### src/sv/b64e_pkg.sv
// ----------------------------------------------------------------------------
// b64e_pkg
// Shared types, constants and the 6-bit to ASCII alphabet map for the
// streaming base64 encoder.
// ----------------------------------------------------------------------------
package b64e_pkg;

	localparam int unsigned QDEPTH = 2;
	localparam int unsigned QPTR_W = (QDEPTH > 1) ? $clog2(QDEPTH) : 1;
	localparam int unsigned QCNT_W = $clog2(QDEPTH + 1);

	localparam logic [6:0] PAD_CHAR = 7'd61;

	// byte position inside a 3-byte group
	typedef enum logic [1:0] {
		PH_FIRST  = 2'd0,
		PH_SECOND = 2'd1,
		PH_THIRD  = 2'd2
	} phase_t;

	// one queued item: up to four characters ready to send
	typedef struct packed {
		logic [3:0][6:0] chars;
		logic [1:0]      n_last;
		logic            fin;
	} job_t;

	typedef struct packed {
		logic full;
		logic empty;
	} qstat_t;

	function automatic logic [6:0] enc(input logic [5:0] v);
		logic [6:0] w;
		logic [6:0] r;
		w = {1'b0, v};
		if (v < 6'd26)
			r = w + 7'd65;
		else if (v < 6'd52)
			r = w + 7'd71;
		else if (v < 6'd62)
			r = w - 7'd4;
		else if (v == 6'd62)
			r = 7'd43;
		else
			r = 7'd47;
		return r;
	endfunction

endpackage

### src/sv/b64e_front.sv
// ----------------------------------------------------------------------------
// b64e_front
// Takes message bytes, tracks group phase and leftover bits, and builds one
// queue entry per byte holding every character that byte causes.
// ----------------------------------------------------------------------------
module b64e_front (
	input  logic              clk,
	input  logic              arst_n,
	input  logic              in_valid,
	output logic              in_stall,
	input  logic [7:0]        data_byte,
	input  logic              final_byte,
	input  b64e_pkg::qstat_t  qstat,
	output logic              push,
	output b64e_pkg::job_t    push_job
);
	import b64e_pkg::*;

	phase_t     phase_q;
	phase_t     phase_nxt;
	logic [3:0] left_q;
	logic [3:0] left_nxt;

	assign in_stall = qstat.full;
	assign push     = in_valid & ~in_stall;

	// next state
	always_comb begin
		unique case (phase_q)
			PH_SECOND: begin
				phase_nxt = PH_THIRD;
				left_nxt  = data_byte[3:0];
			end
			PH_THIRD: begin
				phase_nxt = PH_FIRST;
				left_nxt  = 4'd0;
			end
			default: begin
				phase_nxt = PH_SECOND;
				left_nxt  = {2'b00, data_byte[1:0]};
			end
		endcase
		if (final_byte) begin
			phase_nxt = PH_FIRST;
			left_nxt  = 4'd0;
		end
	end

	// outputs
	always_comb begin
		push_job.chars  = {4{PAD_CHAR}};
		push_job.fin    = final_byte;
		push_job.n_last = 2'd0;
		unique case (phase_q)
			PH_SECOND: begin
				push_job.chars[0] = enc({left_q[1:0], data_byte[7:4]});
				push_job.chars[1] = enc({data_byte[3:0], 2'b00});
				push_job.n_last   = final_byte ? 2'd2 : 2'd0;
			end
			PH_THIRD: begin
				push_job.chars[0] = enc({left_q, data_byte[7:6]});
				push_job.chars[1] = enc(data_byte[5:0]);
				push_job.n_last   = 2'd1;
			end
			default: begin
				push_job.chars[0] = enc(data_byte[7:2]);
				push_job.chars[1] = enc({data_byte[1:0], 4'b0000});
				push_job.n_last   = final_byte ? 2'd3 : 2'd0;
			end
		endcase
	end

	always_ff @(posedge clk or negedge arst_n) begin
		if (!arst_n) begin
			phase_q <= PH_FIRST;
			left_q  <= 4'd0;
		end else if (push) begin
			phase_q <= phase_nxt;
			left_q  <= left_nxt;
		end
	end

endmodule

### src/sv/b64e_queue.sv
// ----------------------------------------------------------------------------
// b64e_queue
// Short queue of encoded items between the byte front and character back.
// ----------------------------------------------------------------------------
module b64e_queue (
	input  logic              clk,
	input  logic              arst_n,
	input  logic              push,
	input  b64e_pkg::job_t    push_job,
	input  logic              pop,
	output b64e_pkg::job_t    head_job,
	output b64e_pkg::qstat_t  qstat
);
	import b64e_pkg::*;

	job_t              mem_q [QDEPTH];
	logic [QPTR_W-1:0] wr_ptr_q;
	logic [QPTR_W-1:0] rd_ptr_q;
	logic [QCNT_W-1:0] cnt_q;

	assign head_job    = mem_q[rd_ptr_q];
	assign qstat.full  = (cnt_q == QCNT_W'(QDEPTH));
	assign qstat.empty = (cnt_q == '0);

	always_ff @(posedge clk) begin
		if (push)
			mem_q[wr_ptr_q] <= push_job;
	end

	always_ff @(posedge clk or negedge arst_n) begin
		if (!arst_n) begin
			wr_ptr_q <= '0;
			rd_ptr_q <= '0;
			cnt_q    <= '0;
		end else begin
			if (push)
				wr_ptr_q <= (wr_ptr_q == QPTR_W'(QDEPTH - 1)) ? '0 : wr_ptr_q + 1'b1;
			if (pop)
				rd_ptr_q <= (rd_ptr_q == QPTR_W'(QDEPTH - 1)) ? '0 : rd_ptr_q + 1'b1;
			if (push && !pop)
				cnt_q <= cnt_q + 1'b1;
			else if (pop && !push)
				cnt_q <= cnt_q - 1'b1;
		end
	end

endmodule

### src/sv/b64e_back.sv
// ----------------------------------------------------------------------------
// b64e_back
// Walks the head entry into the output register one character per cycle
// while not stalled, and retires the entry after its last character.
// ----------------------------------------------------------------------------
module b64e_back (
	input  logic              clk,
	input  logic              arst_n,
	input  b64e_pkg::job_t    head_job,
	input  b64e_pkg::qstat_t  qstat,
	output logic              pop,
	output logic              out_valid,
	input  logic              out_stall,
	output logic [6:0]        character,
	output logic              run_last,
	output logic              message_end
);
	import b64e_pkg::*;

	logic [1:0] idx_q;
	logic       out_valid_q;
	logic [6:0] char_q;
	logic       run_last_q;
	logic       msg_end_q;
	logic       load;
	logic       is_last;

	assign load    = ~out_valid_q | ~out_stall;
	assign is_last = (idx_q == head_job.n_last);
	assign pop     = load & ~qstat.empty & is_last;

	always_ff @(posedge clk or negedge arst_n) begin
		if (!arst_n) begin
			idx_q       <= 2'd0;
			out_valid_q <= 1'b0;
		end else if (load) begin
			out_valid_q <= ~qstat.empty;
			if (!qstat.empty)
				idx_q <= is_last ? 2'd0 : idx_q + 2'd1;
		end
	end

	always_ff @(posedge clk) begin
		if (load && !qstat.empty) begin
			char_q     <= head_job.chars[idx_q];
			run_last_q <= is_last;
			msg_end_q  <= is_last & head_job.fin;
		end
	end

	assign out_valid   = out_valid_q;
	assign character   = char_q;
	assign run_last    = run_last_q;
	assign message_end = msg_end_q;

	a_end_is_run_last: assert property (@(posedge clk) disable iff (!arst_n)
		out_valid_q && msg_end_q |-> run_last_q)
		else $error("message end without run last");

	a_idx_in_range: assert property (@(posedge clk) disable iff (!arst_n)
		!qstat.empty |-> idx_q <= head_job.n_last)
		else $error("character index past entry");

	a_idx_zero_idle: assert property (@(posedge clk) disable iff (!arst_n)
		qstat.empty |-> idx_q == 2'd0)
		else $error("index left mid entry with empty queue");

	a_pop_loads: assert property (@(posedge clk) disable iff (!arst_n)
		pop |=> out_valid_q && run_last_q)
		else $error("entry retired without its last character");

endmodule

### src/sv/base64_stream_encoder.sv
// ----------------------------------------------------------------------------
// base64_stream_encoder
// Streaming base64 encoder, standard alphabet with '=' padding.
// ----------------------------------------------------------------------------
// Each accepted byte turns into one to four characters that leave one per
// cycle while the output is not stalled: one for a plain byte in the first
// or second place of a group, two for the third place, and three or four
// for a final byte that needs flushing and padding. A two-entry queue sits
// between the byte side and the character side, so a byte is accepted
// whenever the queue has room, also while characters wait on a stalled
// output. Sustained rate is set by the single-character output register,
// which must send four characters for every three bytes on long messages.
// After a final byte the group state returns to its start for the next
// message.
module base64_stream_encoder (
	input  logic       clk,
	input  logic       arst_n,
	input  logic       in_valid,
	output logic       in_stall,
	input  logic [7:0] data_byte,
	input  logic       final_byte,
	output logic       out_valid,
	input  logic       out_stall,
	output logic [6:0] character,
	output logic       run_last,
	output logic       message_end
);
	import b64e_pkg::*;

	qstat_t qstat;
	job_t   push_job;
	job_t   head_job;
	logic   push;
	logic   pop;

	b64e_front u_front (
		.clk        (clk),
		.arst_n     (arst_n),
		.in_valid   (in_valid),
		.in_stall   (in_stall),
		.data_byte  (data_byte),
		.final_byte (final_byte),
		.qstat      (qstat),
		.push       (push),
		.push_job   (push_job)
	);

	b64e_queue u_queue (
		.clk      (clk),
		.arst_n   (arst_n),
		.push     (push),
		.push_job (push_job),
		.pop      (pop),
		.head_job (head_job),
		.qstat    (qstat)
	);

	b64e_back u_back (
		.clk         (clk),
		.arst_n      (arst_n),
		.head_job    (head_job),
		.qstat       (qstat),
		.pop         (pop),
		.out_valid   (out_valid),
		.out_stall   (out_stall),
		.character   (character),
		.run_last    (run_last),
		.message_end (message_end)
	);

endmodule

### config.mk
export PLATFORM = sky130hd
export DESIGN_NAME = base64_stream_encoder
export DESIGN_NICKNAME = d
export VERILOG_FILES = /design/src/sv/b64e_pkg.sv /design/src/sv/b64e_front.sv /design/src/sv/b64e_queue.sv /design/src/sv/b64e_back.sv /design/src/sv/base64_stream_encoder.sv
export SDC_FILE = /design/constraint.sdc
export NUM_CORES = 1
export LEC_CHECK = 0
export ABC_AREA = 0
export BUFFER_PORTS_ARGS = -buffer_cell sky130_fd_sc_hd__buf_4
export CAP_MARGIN = 20
export CORE_UTILIZATION = 55
export CTS_BUF_LIST = sky130_fd_sc_hd__clkbuf_8
export CTS_CLUSTER_SIZE = 24
export DETAILED_ROUTE_END_ITERATION = 10
export PLACE_DENSITY = 0.7
export SLEW_MARGIN = 20
export SYNTH_ARGS = -nofsm -noshare
export SYNTH_HDL_FRONTEND = slang
export SYNTH_SLANG_ARGS = --single-unit
export TNS_END_PERCENT = 50
### constraint.sdc
create_clock -name clk -period 2.7 [get_ports clk]
set_input_delay 0.135 -clock clk [delete_from_list [all_inputs] [get_ports clk]]
set_output_delay 0.135 -clock clk [all_outputs]
set_load 0.05 [all_outputs]
[Yosys cells after proc, flatten, opt, wreduce, memory -nomap -nowiden]
Memories as Yosys holds them, arrays and structs flattened.
Index checks and enable logic that the tools add are counted.
Storage, ports and cells
  bits in writable memories: 34
  register bits: 22
  memories: 1
  output and inout port bits: 11
  bits of input ports: 13
  word-level logic and storage cells: 117
Cells by class
  add/subtract/negate cells: 23
  bitwise gates (word level): 9
  magnitude comparators: 19
  equality and inequality tests: 8
  reduce and logical (&&, ||, !) cells: 9
  mux-type cells: 38
Memory list
  u_queue.mem_q: words 2, width 17, read ports 1, clocked after memory_dff 0, write ports 1, line b64e_queue.sv:16  | job_t mem_q [QDEPTH];
Operators by type and width (number)
  2-to-1 mux 7 bit: 19
  adder 6 x 7 -> 7 bit, second input constant: 12
  < comparator 6 bit, second input constant: 12
  subtractor 6 x 3 -> 7 bit, second input constant: 6
  < comparator 6 x 5 -> 1 bit, second input constant: 6
  case mux 16 bit (2 select lines): 1
  equality test 6 bit, second input constant: 4
  binary-select mux 7 bit (select 2 bit): 1
  2-to-1 mux 2 bit: 6
  2-to-1 mux 3 bit: 4
  case mux 4 bit (2 select lines): 1
  adder 2 x 1 -> 2 bit, second input constant: 2
  bitwise AND 1 bit: 4
  equality test 2 bit, second input constant: 2
  2-to-1 mux 1 bit: 4
  2-to-1 mux 4 bit: 1
  NOT 1 bit: 4
  case mux 2 bit (2 select lines): 1
  logical AND 1 bit: 3
  logical NOT 1 bit: 3
  < comparator 2 x 3 -> 1 bit, second input constant: 1
  adder 1 bit, second input constant: 2
  equality test 2 x 1 -> 1 bit, second input constant: 1
  equality test 2 bit: 1
  5 further kinds: 5

[Longest topological paths before layout]
Gate-level depths: netlist of run 1.
  depth after elaboration: 7
  depth in mapped cells: 12
  gate-level depth less buffers: 10

[Modules after synthesis]
Synthesis of run 1 repeated with hierarchy kept, for this count alone.
Second synthesis, totals
  cells, all modules: 509
  area total of the unflattened synthesis: 5646.7 um^2
By module, submodules not included
  b64e_queue: area an instance 2577.5 um^2, instances 1, sequential area each 1961.9 um^2, cells each 113
  b64e_front: area an instance 2429.8 um^2, instances 1, sequential area each 150.1 um^2, cells each 357
  b64e_back: area an instance 639.4 um^2, instances 1, sequential area each 345.3 um^2, cells each 39

[Worst setup path after synthesis of run 1]
OpenSTA, ideal clock, no wires.
  kind: input port to flip-flop
  from: in data_byte[0]
  to: mem u_queue.mem_q[0][14] (netlist bit), data pin
  data arrival time: 2.026 ns
  data required time: 2.426 ns
  buffers on the path: 2
  setup time: 0.274 ns
  stages: 11
  slack: 0.400 ns
  cell sequence: buf_2 inv_1 ha_1 nand2b_1 buf_2 xnor2_1 ha_1 or3_1 a21oi_1 mux2i_1 o211ai_1
RTL lines
  start, declared: line base64_stream_encoder.sv:20  | input logic [7:0] data_byte,
  end, declared: line b64e_queue.sv:16

==> impl_metrics.toml, run 1 <==
[clock_tree]
ctsHtreeMaxLevel = 2
cts_buffer_depth = 2
clock-sinks = 56
cts_buffers = 5
cts-root-buf = "clkbuf_8"
tritoncts = "yes"
cts_setup_buffers = 0
clk_latency_ps = 300
clk_pin_slew_ps = 100

[sta]
fin_crit_ps = 2490
worstMarginPinSlew_ps = 783
final_max_slew_viol_count = 0
rsz0062_at_grt = "no"
tns_ps = 0
setup_viol = 0
clock_skew_ps = 8.62
hold_violations = 0
fin_crit_sh = 0.923
timing.final.ws_setup_ps = 208
max-slew-margin-rel = 0.478
fmaxAchievable_mhz = 401

[power_and_ir_drop]
max-vdd-ir-drop_uv = 340
power.leakage_nw = 1.77
power_density_nw_per_um2 = 976

[yosys]
ys_seq_elements = 56
yosysWarnings = 0
ys.flop_type = "edfxtp_1"
synth_area_per_cell_um2 = 10.0
synth-edff-count = 43
synthArstFlopShare = 0.232
yosysSeqAreaShare = 0.388
syn_inst = 416
netlist_area_um2 = 4170
syn_nets = 457
ys_types = 68

[grt]
grt_pass1_vias = 3048
grt.total_usage = 0.260
grt_pass1_wl_um = 15600
grt_max_degree = 23
antenna_found_initial = 0
grt_overflow = 0

[outcome]
outcome = "completed"

[setup_path]
arrival_ps = 2520
cp_data_required_time_ps = 2720
cp_max_fo = 10
path_delay_family = "flip-flops"
crit_slowest_cell = "dfrtp_1"
worst-setup-path-type = "register to register"
end_kind = "register"
r2r_slack_ps = 210
cp_num_buf_inv = 1
cp_cell_sequence = "inv_1, ha_1, nand3b_2, mux2_2, a221oi_1, o311a_1, a22oi_1"
cpPeakStageDelay_ps = 540
worst_setup_path_start_kind = "register"

[die]
start_util = 0.572
num_rows = 31
die_w_um = 89.1
dieArea_um2 = 7940
fp.dieH_um = 89.1
pin_count = 24
core_area_um2 = 7290

[hold_path]
hp-class = "input port to register"

[finish]
design_area_um2 = 4520
fill_cells = 642
n_antenna_cell = 0
final_net_count = 476
layout.cells.non_filler = 535
layout_commonest_cell = "edfxtp_1"
drive_gt1_frac = 0.158
final_cell_mix = "43 x edfxtp_1, 40 x buf_4, 32 x a21oi_1, 28 x ha_1, 27 x nand2_1"
area_growth_pct = 8.43
final_util = 0.620

[detailed_routing]
routed_wl_um = 9550
dr_total_vias = 3361
vias_per_cell = 6.28
wire_per_inst_um = 17.8
drt_pass1_iterations = 5
drtIter0Drc = 286
ant_nets = 0
post-route-drc-count = 0

[placement]
io_buffers = 23
place.gp.congestion = 0.977
dp_hpwl_um = 7150
placed_cells = 526
place_ws_ps = 248
placed_cell_area_um2 = 4420

[flow_run]
drv_cap = 0
[where the power goes]
| group | switching (mW) | internal (mW) | total, mW |
|---|---|---|---|
| logic | 1.42 | 0.878 | 2.30 |
| registers | 0.210 | 1.46 | 1.67 |
| clock network | 0.261 | 0.184 | 0.446 |
| total | 1.89 | 2.52 | 4.41 |
[registers in the layout, summed over array words and instances, names as in the netlist]
signal / count
u_front.left_q: 4
u_back.message_end: 1
u_back.character: 7
u_back.idx_q: 2
u_back.run_last: 1
u_queue.cnt_q: 2
u_back.out_valid: 1
u_queue.mem_q: 34
u_queue.wr_ptr_q: 1
u_front.phase_q: 2
u_queue.rd_ptr_q: 1
[synthesized netlist by cell type, types with 4 or more instances]
master     n  area, um^2
xnor2_1   16         140
a221oi_1   4        35.0
clkbuf_1   4        15.0
ha_1      28         350
buf_2     14        70.1
nor2_1    18        67.6
nand3_1   16        80.1
dfrtp_1   13         325
nor3_1    12        60.1
or2_2      5        31.3
a21o_1     5        37.5
mux4_2     7         158
o21ai_0   18        90.1
edfxtp_1  43        1290
xor2_1     5        43.8
nand2b_1   8        50.1
o311ai_0   4        35.0
nand2_1   27         101
a21oi_1   32         160
mux2i_1   12         120
a32oi_1    5        43.8
and3_1     5        31.3
clkinv_1   5        18.8
o211ai_1   5        37.5
buf_4      4        30.0
buf_6      4        45.0
nor2b_1    4        25.0
a31oi_1    5        31.3
inv_1     18        67.6
[path summary, 6_finish.rpt]
path                              startpoint                   to  cells after the start
setup / recovery           u_front.left_q[0]  u_queue.mem_q[1][5]                      7
hold / removal                     out_stall     u_back.out_valid                      3
setup reg to reg           u_front.left_q[0]  u_queue.mem_q[1][5]                      7
hold reg to reg             u_back.out_valid     u_back.out_valid                      2
max in group asynchronous             arst_n    u_front.left_q[3]                      2
min in group asynchronous             arst_n   u_front.phase_q[1]                      2
[routing by layer]
| metal | wire [um] | share of wire | global-route usage | up-vias |
|---|---|---|---|---|
| met3 | 498 | 0.052 | 0.0212 | 14 |
| met4 | 216 | 0.023 | 0.107 | 0 |
| met1 | 4200 | 0.44 | 0.354 | 1611 |
| met2 | 4630 | 0.49 | 0.430 | 135 |
| li1 | - | - | - | 1601 |
| met5 | 0 | 0 | 0 | - |
[metrics by stage]
stage	power [mW]	hold slack, ps
after floorplan	3.33	-161
after global placement	3.93	-5.67
after CTS	4.42	28.9
after detailed placement	3.97	-6.08
after global routing	4.73	51.0
final	4.41	36.8
[timing repair]
| item | in CTS | in global routing |
|---|---|---|
| resized for setup | 0 | 0 |
| endpoints found under the setup margin | 0 | 0 |
| hold endpoints to repair | 13 | 0 |
| hold buffers | 1 | 0 |
[cell type report]
| type | instances | area, um^2 | share of cell area |
|---|---|---|---|
| Clock buffer | 5 | 68.8 | 0.0152 |
| Multi-Input combinational cell | 308 | 2300 | 0.508 |
| Clock inverter | 3 | 21.3 | 0.00470 |
| Inverter | 23 | 86.3 | 0.0191 |
| Sequential cell | 56 | 1620 | 0.357 |
| Tap cell | 99 | 124 | 0.0274 |
| Timing Repair Buffer | 41 | 310 | 0.0686 |
[kinds of logic (layout without fill, tap and decap cells)]
logic type	count (synthesis)	in the layout	share of synthesized area
AND/OR/NAND/NOR	119	119	0.153
AO/OA/AOI/OAI	118	118	0.195
flip-flops	56	56	0.388
buffers and inverters	52	72	0.0621
adder cells (fa/ha/maj)	28	28	0.0840
multiplexers	22	22	0.0747
XOR/XNOR	21	21	0.0441
[tightest hold or removal path, cell delays in order]
cell	delay (ps)
buf_4	80
nand2_1	50
nand2_1	50
No activity file was read; power rests on OpenSTA's default activity.
==> inputs of run 2 (changes only) <==
==> constraint.sdc (replaced) <==
create_clock -name clk -period 2.7 [get_ports clk]
set_input_delay 0.27 -clock clk [delete_from_list [all_inputs] [get_ports clk]]
set_output_delay 0.27 -clock clk [all_outputs]
set_load 0.05 [all_outputs]
==> run 2 against run 1 <==
Compared with the run above:
- die area did not move
- non-clock buffer count rose by 7
- register-to-register slack improved by 30 ps
- first-iteration DRC count fell by 8.7%
- via count rose by 2.1%
- combinational power rose by 4%
- count of clock-buffer cells in the layout did not move
- worst setup slack improved by 28 ps
- clock power rose by 62%
- power rose by 8.1%
- sequential power barely moved
==> impl_metrics.toml, run 2 (same netlist as run 1, synthesis figures left out) <==
[finish]
final_cell_mix = "47 x buf_4, 43 x edfxtp_1, 32 x a21oi_1, 28 x ha_1, 27 x nand2_1"
ff_latch_area_um2 = 1620
n_antenna_cell = 0
drive_gt1_frac = 0.172
design_area_um2 = 4640
largest_register = "u_queue.mem_q"
multiInputGateArea_um2 = 2300
fill_cells = 637
final_net_count = 483
layout_commonest_cell = "buf_4"
final_util = 0.637
largest_reg_flops = 34
area_growth_pct = 11.3

[setup_path]
arrival_ps = 2490
worst_setup_path_start_kind = "register"
cpPeakStageDelay_ps = 450
cp_cell_sequence = "inv_1, ha_1, nand3b_2, mux2_2, a221oi_1, o311a_1, a22oi_1"
worst-setup-path-type = "register to register"
cp_num_buf_inv = 1
cp_max_fo = 9
end_kind = "register"
cp_data_required_time_ps = 2730
path_delay_family = "compound AO/OA/AOI/OAI gates"
crit_slowest_cell = "dfrtp_1"

[detailed_routing]
drt_pass1_iterations = 5
vias_per_cell = 6.33
dr_total_vias = 3431
routed_wl_um = 10100
drtIter0Drc = 261
wire_per_inst_um = 18.6
post-route-drc-count = 0
ant_nets = 0

[clock_tree]
cts_setup_buffers = 0
cts_buffers = 5
cts_buffer_depth = 2
tritoncts = "yes"
clk_pin_slew_ps = 100
cts-root-buf = "clkbuf_8"
clk_latency_ps = 300
clock-sinks = 56
ctsHtreeMaxLevel = 2

[flow_run]
drv_cap = 0

[die]
num_rows = 31
pin_count = 24
start_util = 0.572
core_area_um2 = 7290
die_w_um = 89.1
fp.dieH_um = 89.1
dieArea_um2 = 7940

[sta]
fin_crit_sh = 0.913
fin_crit_ps = 2460
clock_skew_ps = 8.33
fmaxAchievable_mhz = 406
final_max_slew_viol_count = 0
tns_ps = 0
worstMarginPinSlew_ps = 754
rsz0062_at_grt = "no"
hold_violations = 0
max-slew-margin-rel = 0.497
setup_viol = 0

[hold_path]
hp-class = "input port to register"

[power_and_ir_drop]
power.leakage_nw = 1.84
power_density_nw_per_um2 = 1030
max-vdd-ir-drop_uv = 358
fin_total_pwr_mw = 4.77

[grt]
antenna_found_initial = 0
grt.total_usage = 0.275
grt_pass1_vias = 3201
grt_max_degree = 19
grt_overflow = 0
grt_pass1_wl_um = 16700

[placement]
placed_cell_area_um2 = 4480
place.gp.congestion = 0.924
io_buffers = 23
dp_hpwl_um = 7360

[outcome]
outcome = "completed"
==> run 2: cell count changes in the layout (fill, tap and decap cells not counted) <==
cell,before,now
clkinvlp_4,1,0
buf_4,40,47
inv_6,1,0
clkinv_2,1,0
bufinv_16,0,3
==> run 2: worst reg2reg max path, cell delays in order (launching register included) <==
cell	delay (ps)
dfrtp_1	450
inv_1	90
ha_1	250
nand3b_2	350
mux2_2	340
a221oi_1	390
o311a_1	200
a22oi_1	120
==> run 2: worst paths after layout <==
check / from / endpoint / slack (ps) / cells past startpoint
min reg2reg: u_queue.wr_ptr_q / u_queue.wr_ptr_q / 500 / 1
max: u_front.left_q[0] / u_queue.mem_q[1][5] / 240 / 7
min: out_stall / u_back.out_valid / 190 / 3
max reg2reg: u_front.left_q[0] / u_queue.mem_q[1][5] / 240 / 7
max in group asynchronous: arst_n / u_front.phase_q[0] / 2200 / 2
min in group asynchronous: arst_n / u_front.left_q[1] / 340 / 2
==> run 2: cell type report <==
class	instances	area share
inverter	23	0.0186
sequential	56	0.348
tap	99	0.0267
clock inverter	3	0.0194
clock buffer	5	0.0148
timing repair buffer	48	0.0781
multi-input combinational	308	0.494
==> run 2: through the flow <==
| step | setup slack, ps | cells | hold slack (ps) |
|---|---|---|---|
| final | 235 | 542 | 188 |
| after global routing | 134 | 542 | 199 |
| after CTS | 250 | 542 | 192 |
| after detailed placement | 192 | 533 | 127 |
| after global placement | 236 | 533 | 123 |
| after floorplan | 265 | 416 | -25.6 |
==> run 2: power breakdown <==
| group | switching, mW | leakage [nW] | internal [mW] |
|---|---|---|---|
| combinational | 1.46 | 1.20 | 0.928 |
| clock | 0.261 | 0.0784 | 0.463 |
| sequential | 0.199 | 0.563 | 1.46 |
| total | 1.92 | 1.84 | 2.85 |
==> run 2: layer usage <==
layer  track usage  up-vias  share of wire
li1              -     1613              -
met1         0.375     1665           0.44
met2         0.455      131           0.49
met3        0.0305       22          0.048
met4        0.0996        0          0.020
met5             0        -              0
==> run 2: what timing repair did <==
| item | CTS | global route |
|---|---|---|
| gates resized for setup | 0 | 0 |
| hold buffers | 1 | 0 |
| endpoints found under the hold margin | 13 | 0 |
==> inputs of run 3 (changes only) <==
CORE_UTILIZATION = 50   (was 55)
PLACE_DENSITY = 0.64   (was 0.7)
==> run 3 against run 2 <==
Compared with the run above:
- combinational power hardly changed
- die area rose by 9.8%
- clock power is 41% lower
- design area decreased by 0.94%
- utilization is 5.4 points lower
- flip-flop and latch count is the same
- register-to-register slack gained 30 ps
- via count decreased by 1.9%
- fmax increased by 1.1%
- sequential power is essentially flat
- clock skew fell by 0.92 ps
- sequential share of layout area increased by 0.33 points
==> impl_metrics.toml, run 3 (same netlist as run 1, synthesis figures left out) <==
[power_and_ir_drop]
power_density_nw_per_um2 = 968
power.leakage_nw = 1.82
fin_total_pwr_mw = 4.45
max-vdd-ir-drop_uv = 378

[sta]
tns_ps = 0
worstMarginPinSlew_ps = 815
rsz0062_at_grt = "no"
fmaxAchievable_mhz = 410
final_max_slew_viol_count = 0
max-slew-margin-rel = 0.457
hold_violations = 0
clock_skew_ps = 7.42
fin_crit_sh = 0.903
fin_crit_ps = 2440
setup_viol = 0

[finish]
n_antenna_cell = 0
final_cell_mix = "51 x buf_4, 43 x edfxtp_1, 32 x a21oi_1, 28 x ha_1, 27 x nand2_1"
drive_gt1_frac = 0.177
area_growth_pct = 10.3
final_net_count = 487
ff_latch_area_um2 = 1620
layout_commonest_cell = "buf_4"
fill_cells = 680
layout.cells.non_filler = 548
largest_reg_flops = 34
largest_register = "u_queue.mem_q"
multiInputGateArea_um2 = 2300

[setup_path]
arrival_ps = 2500
r2r_slack_ps = 260
r2r-start = "u_front.left_q[1]"
r2r-end = "u_queue.mem_q[1][5]"
worst-setup-path-type = "register to register"
worst_setup_path_start_kind = "register"
rr_worst_depth = 7
cp_data_required_time_ps = 2760
end_kind = "register"
cp_cell_sequence = "inv_1, ha_1, nand3b_2, mux2_2, a221oi_1, o311a_1, a22oi_1"
crit_slowest_cell = "dfrtp_1"
cpPeakStageDelay_ps = 550
cp_max_fo = 9

[hold_path]
hold_path_end = "u_back.out_valid"
hp-class = "input port to register"
min_path_cells = 3
worstHoldStart = "out_stall"

[clock_tree]
clk_latency_ps = 300
cts_setup_buffers = 0
clk_pin_slew_ps = 90
cts-root-buf = "clkbuf_8"
ctsHtreeMaxLevel = 2
clock-sinks = 56
cts_buffer_depth = 2
cts_buffers = 5
cts-hold-fix-buffers = 1
tritoncts = "yes"
post_cts_resized = 0

[grt]
grt.total_usage = 0.243
grt_max_degree = 23
grt_pass1_vias = 3336
antenna_found_initial = 0
grt_overflow = 0
grt_pass1_wl_um = 16600

[detailed_routing]
drtIter0Drc = 184
routed_wl_um = 10000
ant_nets = 0
wire_per_inst_um = 18.3
drt_pass1_iterations = 5
post-route-drc-count = 0
dr_total_vias = 3365
vias_per_cell = 6.14

[die]
start_util = 0.529
num_rows = 32
die_w_um = 93.3
pin_count = 24
fp.dieH_um = 93.3
core_area_um2 = 7890
dieArea_um2 = 8710

[placement]
io_buffers = 23
place.gp.congestion = 0.926
dp_hpwl_um = 7550
placed_cells = 540

[flow_run]
drv_cap = 0

[outcome]
outcome = "completed"
run 3: stage by stage:
| step | cell area, um^2 | setup slack [ps] | util | hold WS, ps |
|---|---|---|---|---|
| floorplan | 4170 | 265 | - | -25.6 |
| global placement | 4510 | 215 | 0.572 | 124 |
| detailed placement | 4510 | 139 | 0.572 | 129 |
| CTS | 4600 | 299 | 0.583 | 167 |
| global route | 4600 | 172 | 0.583 | 190 |
| finish | 4600 | 263 | 0.583 | 174 |
run 3: critical path: cells and delay by family (launching register included):
| kind | cells | cell delay, ps |
|---|---|---|
| AO/OA/AOI/OAI | 3 | 760 |
| flip-flops | 1 | 550 |
| AND/OR/NAND/NOR | 1 | 290 |
| multiplexers | 1 | 270 |
| adder cells (fa/ha/maj) | 1 | 250 |
| buffers and inverters | 1 | 100 |
run 3: per-layer routing:
| layer | vias to the layer above | global-route usage | routed length [um] |
|---|---|---|---|
| met5 | - | 0 | 0 |
| met4 | 0 | 0.0859 | 206 |
| met3 | 17 | 0.0163 | 485 |
| met2 | 123 | 0.412 | 4850 |
| met1 | 1607 | 0.330 | 4490 |
| li1 | 1618 | - | - |
run 3: where the power goes:
part / internal [mW] / switching, mW / total (mW)
Combinational: 0.918 / 1.45 / 2.36
Sequential: 1.46 / 0.206 / 1.66
Clock: 0.176 / 0.250 / 0.426
run 3: area by class of cell:
type,count,area share
flip-flops and latches,56,0.351
multi-input cells,308,0.499
clock buffers,5,0.0150
repair buffers,52,0.0854
well taps,102,0.0277
clock inverters,2,0.00272
inverters,23,0.0188
run 3: worst max-delay path by stage:
stage / slack (ps) / start / endpoint
2_1_floorplan: 270 / data_byte[0] / u_queue.mem_q[0][14]
3_3_place_gp: 210 / data_byte[0] / u_queue.mem_q[1][14]
3_5_place_dp: 140 / data_byte[0] / u_queue.mem_q[0][14]
4_1_cts: 300 / u_front.left_q[0] / u_queue.mem_q[1][6]
5_1_grt: 170 / u_front.left_q[0] / u_queue.mem_q[0][6]
6_report: 260 / u_front.left_q[1] / u_queue.mem_q[1][5]
